<file path="src/rtl/core/wdkc_pkg.sv">
// Shared types and constants of the windowed distinct key counter.
package wdkc_pkg;

   localparam int KEY_WIDTH    = 64;
   localparam int WINDOW_WIDTH = 32;
   localparam int OUT_WIDTH    = 6;

   localparam logic ACT_RECORD = 1'b0;
   localparam logic ACT_QUERY  = 1'b1;

   localparam logic [OUT_WIDTH-1:0] COUNT_MAX = 6'd63;

   typedef logic [KEY_WIDTH-1:0] key_type;

   typedef struct packed {
      logic clear;
      logic insert;
   } cam_ctl_type;

endpackage

</file>
<file path="src/rtl/core/wdkc_ring_mem.sv">
// Event ring storage: key and timestamp memory, one write port, one registered read port.
module wdkc_ring_mem #(
   parameter int DEPTH      = 32,
   parameter int TIME_WIDTH = 48,
   localparam int AddrWidth = $clog2(DEPTH)
) (
   input  logic                  clock,
   input  logic                  wr_en,
   input  logic [AddrWidth-1:0]  wr_addr,
   input  wdkc_pkg::key_type     wr_key,
   input  logic [TIME_WIDTH-1:0] wr_time,
   input  logic [AddrWidth-1:0]  rd_addr,
   output wdkc_pkg::key_type     rd_key,
   output logic [TIME_WIDTH-1:0] rd_time
);
   import wdkc_pkg::*;

   key_type               key_mem  [DEPTH];
   logic [TIME_WIDTH-1:0] time_mem [DEPTH];
   key_type               rd_key_ff;
   logic [TIME_WIDTH-1:0] rd_time_ff;

   always_ff @(posedge clock) begin
      if (wr_en) begin
         key_mem[wr_addr]  <= wr_key;
         time_mem[wr_addr] <= wr_time;
      end
   end

   always_ff @(posedge clock) begin
      rd_key_ff  <= key_mem[rd_addr];
      rd_time_ff <= time_mem[rd_addr];
   end

   assign rd_key  = rd_key_ff;
   assign rd_time = rd_time_ff;

endmodule

</file>
<file path="config.mk">
export PLATFORM = sky130hd
export DESIGN_NAME = wdkc_ring_mem
export DESIGN_NICKNAME = d
export VERILOG_FILES = /design/src/rtl/core/wdkc_pkg.sv /design/src/rtl/core/wdkc_ring_mem.sv
export SDC_FILE = /design/constraint.sdc
export NUM_CORES = 2
export LEC_CHECK = 0
export BUFFER_PORTS_ARGS = -buffer_cell sky130_fd_sc_hd__buf_4
export CORE_ASPECT_RATIO = 0.6
export CORE_MARGIN = 1.5
export CORE_UTILIZATION = 30
export CTS_BUF_LIST = sky130_fd_sc_hd__clkbuf_16
export CTS_CLUSTER_DIAMETER = 120
export DETAILED_ROUTE_END_ITERATION = 12
export PLACE_DENSITY_LB_ADDON = 0.08
export SETUP_SLACK_MARGIN = 0.05
export SLEW_MARGIN = 20
export SYNTH_ARGS = -nofsm -noshare
export SYNTH_HDL_FRONTEND = slang
export SYNTH_SLANG_ARGS = --single-unit
</file>
<file path="constraint.sdc">
create_clock -name clock -period 8 [get_ports clock]
set_clock_uncertainty 0.2 [all_clocks]
set_input_delay 2.4 -clock clock [delete_from_list [all_inputs] [get_ports clock]]
set_output_delay 2.4 -clock clock [all_outputs]
set_load 0.01 [all_outputs]
</file>
After elaboration in Yosys (flattened, before gate mapping)
Memories as Yosys holds them, arrays and structs flattened. A register that Yosys moved wholly into a read port is not among the register bits. Cells that the tools add are included. W data, S select, Z words.

Muxes and demuxes: 2.

Operators with widths (number): $mux W1 (2).

Output and inout bits: 112. Bits in registers: 0. Memories: 2. RAM bits: 3584. Logic and storage cells: 4.

Memory list: key_mem (words 32, bits a word 64, rd ports 1, clocked after memory_dff 1, write ports 1, line wdkc_ring_mem.sv:18) `key_type key_mem [DEPTH];`; time_mem (words 32, bits a word 48, rd ports 1, clocked after memory_dff 1, write ports 1, line wdkc_ring_mem.sv:19) `logic [TIME_WIDTH-1:0] time_mem [DEPTH];`.

Depth between registers and ports, before layout
Depth in word-level cells: 2. Gate-level depth with buffers: 9. Gate-level depth less buffers: 4.

Worst setup path before layout
No wires, ideal clock.

Kind: input to register. From: input port wr_addr[1]. To: memory key_mem[12][0] in the netlist's numbering, enable pin. Required time: 7216 ps. Slack: -505 ps. Stages: 3. Arrival time: 7720 ps. Setup time: 584 ps. Cells stage by stage: or3b_2 > clkbuf_1 > nor2_1.

RTL lines: start: declaration (line wdkc_ring_mem.sv:9) `input logic [AddrWidth-1:0] wr_addr,`; end: declaration (line wdkc_ring_mem.sv:18).

No word-level cell before the write port.

==> flow_results.xml <==
<?xml version="1.0" encoding="UTF-8"?>
<metrics>
  <group name="run_status">
    <metric name="run_status" unit="">finished clean</metric>
  </group>
  <group name="synthesis">
    <metric name="synth_enable_flop_cells" unit="">3584</metric>
    <metric name="postSynthNetCount" unit="">6646</metric>
    <metric name="async_flop_share" unit="%">0</metric>
    <metric name="synthDistinctLibCells" unit="">32</metric>
    <metric name="synth_top_area_share" unit="%">77.9</metric>
    <metric name="dominant_cells_by_area_after_synthesis" unit="">sky130_fd_sc_hd__edfxtp_1 (78%), sky130_fd_sc_hd__mux4_2 (7.3%), sky130_fd_sc_hd__mux2i_1 (6.5%), sky130_fd_sc_hd__a22oi_1 (3.2%), sky130_fd_sc_hd__dfxtp_1 (1.6%)</metric>
    <metric name="cells_after_synth" unit="">6522</metric>
    <metric name="avgSynthCellArea" unit="um2">21.2</metric>
    <metric name="ys.warnings.count" unit="">0</metric>
    <metric name="synth.ff_latch_count" unit="">3696</metric>
    <metric name="ys_top_cells_by_count" unit="">sky130_fd_sc_hd__edfxtp_1 (3,584), sky130_fd_sc_hd__mux2i_1 (896), sky130_fd_sc_hd__a22oi_1 (594), sky130_fd_sc_hd__mux4_2 (448), sky130_fd_sc_hd__nand3_1 (226)</metric>
    <metric name="syn_area" unit="mm2">0.138</metric>
    <metric name="synth_ff_type" unit="">sky130_fd_sc_hd__edfxtp_1</metric>
    <metric name="yosysMostFrequentCell" unit="">sky130_fd_sc_hd__edfxtp_1</metric>
    <metric name="synth_top_cell_by_area" unit="">sky130_fd_sc_hd__edfxtp_1</metric>
    <metric name="synth.yosys.seq_area_share" unit="%">79.5</metric>
  </group>
  <group name="clocking">
    <metric name="clock_latency" unit="ps">940</metric>
    <metric name="post_cts.resized_instances" unit="">0</metric>
    <metric name="cts-hold-fix-buffers" unit="">0</metric>
    <metric name="clock_tree.root_cell" unit="">sky130_fd_sc_hd__clkbuf_16</metric>
    <metric name="cts_tree" unit="">yes</metric>
    <metric name="cts.reportedPaths.clkPinSlew" unit="ps">60</metric>
    <metric name="cts_max_path_buffers" unit="">4</metric>
    <metric name="cts.sinks" unit="">3696</metric>
    <metric name="number_of_h_tree_levels" unit="">5</metric>
    <metric name="cts.repair_timing.setup_buffer_count" unit="">0</metric>
    <metric name="cts_buf_count" unit="">376</metric>
  </group>
  <group name="routing">
    <metric name="remaining_antenna_violation_count" unit="">0</metric>
    <metric name="vias_per_cell" unit="">5.13</metric>
    <metric name="detailroute.wirelength.met3" unit="um">19400</metric>
    <metric name="drc" unit="">0</metric>
    <metric name="vias" unit="">68758</metric>
    <metric name="drtIter0Drc" unit="">6998</metric>
    <metric name="met2RoutedLength" unit="um">191000</metric>
    <metric name="route.layer.met1.wl" unit="um">226000</metric>
    <metric name="postRouteWirelength" unit="um">444000</metric>
    <metric name="avgRoutedWirePerCell" unit="um">33.1</metric>
    <metric name="top_layer_used" unit="">met4</metric>
    <metric name="drt_pre_antenna_iters" unit="">6</metric>
  </group>
  <group name="setup_path">
    <metric name="timing.critical_path.from_type" unit="">input pin</metric>
    <metric name="critical_path.endpoint_type" unit="">flop</metric>
    <metric name="crit_fanout" unit="">80</metric>
    <metric name="timing.critical_path.slowest_stage_cell" unit="">sky130_fd_sc_hd__nor2_4</metric>
    <metric name="critPathKind" unit="">in -&gt; reg</metric>
    <metric name="crit-reg2reg-launch" unit="">key_mem[7][62]</metric>
    <metric name="crit_path_cell_trace" unit="">buf_12 &gt; buf_4 &gt; nor2_4 &gt; buf_4 &gt; a22oi_1 &gt; a31oi_1 &gt; nand3_1</metric>
    <metric name="critical_path_arrival" unit="ps">5490</metric>
    <metric name="cp-startpoint" unit="">rd_addr[0]</metric>
    <metric name="timing.critical_path.required" unit="ps">8570</metric>
    <metric name="worst_path_most_repeated_cell" unit="">sky130_fd_sc_hd__buf_4</metric>
    <metric name="critPathMaxStageDelay" unit="ps">670</metric>
  </group>
  <group name="timing">
    <metric name="final_hold_viol_count" unit="">0</metric>
    <metric name="period_needed" unit="ps">4920</metric>
    <metric name="finalCritPeriodShare" unit="%">61.5</metric>
    <metric name="rsz0062_at_grt" unit="">false</metric>
    <metric name="maxSlewViolCount" unit="">0</metric>
    <metric name="max_freq" unit="MHz">203</metric>
    <metric name="max-slew-margin-rel" unit="%">23.6</metric>
    <metric name="setup_slack" unit="ps">3080</metric>
    <metric name="worst_pin_slew" unit="ps">1140</metric>
    <metric name="setup_viol_count_final" unit="">0</metric>
  </group>
  <group name="placement">
    <metric name="port_buffers" unit="">235</metric>
    <metric name="dp.cells" unit="">12725</metric>
    <metric name="dp.final_hpwl" unit="um">239000</metric>
    <metric name="placement.cell_area" unit="mm2">0.149</metric>
    <metric name="pre_cts_slack" unit="ps">2160</metric>
    <metric name="place_congestion" unit="">0.717</metric>
  </group>
  <group name="final_layout">
    <metric name="fin_util" unit="%">35.1</metric>
    <metric name="final_nets" unit="">7116</metric>
    <metric name="layout-area-overhead-vs-synth" unit="%">16.2</metric>
    <metric name="fin_area" unit="mm2">0.161</metric>
    <metric name="post_layout_nonfiller_instances" unit="">13414</metric>
    <metric name="final_layout_size_suffix_gt1_share" unit="%">20.2</metric>
    <metric name="nFillCells" unit="">42476</metric>
  </group>
  <group name="global_route">
    <metric name="globalRoute.totalOverflow" unit="">0</metric>
    <metric name="grt_util_all_layers" unit="%">18.7</metric>
    <metric name="grt_max_degree" unit="">119</metric>
    <metric name="wire_length_of_the_first_global_routing_pass" unit="um">606000</metric>
    <metric name="number_of_global_route_vias_before_repair" unit="">69790</metric>
    <metric name="antenna_found_initial" unit="">48</metric>
  </group>
  <group name="power">
    <metric name="power.leakage" unit="uW">0.0521</metric>
    <metric name="vdd.ir_drop.worst" unit="mV">0.177</metric>
    <metric name="power_per_cell_area" unit="mW/mm2">255</metric>
  </group>
  <group name="floorplanning">
    <metric name="io_pins" unit="">236</metric>
    <metric name="dieHeight" unit="um">529</metric>
    <metric name="die_w" unit="um">879</metric>
    <metric name="initial_core_util" unit="%">30.2</metric>
    <metric name="floorplan.die_area" unit="mm2">0.465</metric>
    <metric name="floorplan.rows" unit="">192</metric>
    <metric name="coreArea" unit="mm2">0.457</metric>
  </group>
  <group name="worst_hold_path">
    <metric name="holdCritPathClass" unit="">reg -&gt; reg</metric>
    <metric name="worstHoldStart" unit="">time_mem[4][18]</metric>
  </group>
  <group name="flow_run">
    <metric name="maxCapViolCount" unit="">0</metric>
  </group>
</metrics>
-- path summary, 6_finish.rpt --
check	endpoint	slack (ps)	cells after the start
max reg2reg	rd_key[62]	5950	3
min	rd_time[18]	430	4
min reg2reg	rd_time[18]	430	4
max	rd_time[15]	3080	7
-- flip-flops by register name (all words and copies together), names as in the netlist --
name      count
rd_time      48
key_mem    2048
time_mem   1536
rd_key       64
-- metrics by stage --
step	power, uW	TNS, ps	hold WS, ps
finish	40900	0	432
floorplan	23100	-955470	349
CTS	41400	0	428
global route	42200	0	482
detailed placement	24200	0	412
global placement	24200	0	437
-- critical path, delay by kind of cell --
kind | cells | cell delay [ps]
AOI/OAI and AO/OA | 2 | 580
buffers and inverters | 3 | 1330
and+or+nand+nor | 2 | 820
-- power breakdown --
part | switching, uW | leakage [uW] | internal (uW)
Clock | 7570 | 0.00611 | 9570
Combinational | 1340 | 0.0128 | 705
Sequential | 155 | 0.0332 | 21500
Total | 9060 | 0.0521 | 31800
-- cell families (layout without fill, tap and decap cells) --
family	Yosys count	in the layout	synth area share [%]
simple gates	375	375	1.40
compound gates	735	735	3.98
flops	3696	3696	79.5
other cells	0	7	0
buf+inv	372	1146	1.33
mux	1344	1344	13.8
-- layout make-up --
class | count | area [um2] | area share, %
inverter | 1 | 3.75 | 0.00234
clock buffer | 382 | 9560 | 5.95
timing repair buffer | 463 | 4400 | 2.74
multi-input combinational | 2454 | 26900 | 16.8
tap | 6111 | 7650 | 4.76
sequential | 3696 | 110000 | 68.4
clock inverter | 300 | 2150 | 1.34
antenna | 7 | 17.5 | 0.0109
-- placed cells by master, fill, tap and decap left out, drive strengths merged, types with 63 or more instances in the layout --
cell / n
edfxtp: 3584
mux2i: 896
a22oi: 594
buf: 462
mux4: 448
clkbuf: 383
nand3: 226
clkinv: 151
dfxtp: 112
inv: 109
a22o: 63
a31oi: 63
-- metal layers --
layer / GRT usage, % / vias up
li1: - / 28367
met3: 2.25 / 490
met2: 27.4 / 1822
met4: 3.22 / 0
met1: 29.9 / 38079
met5: 0 / -
Note: power is estimated with default switching activity, not from simulation.
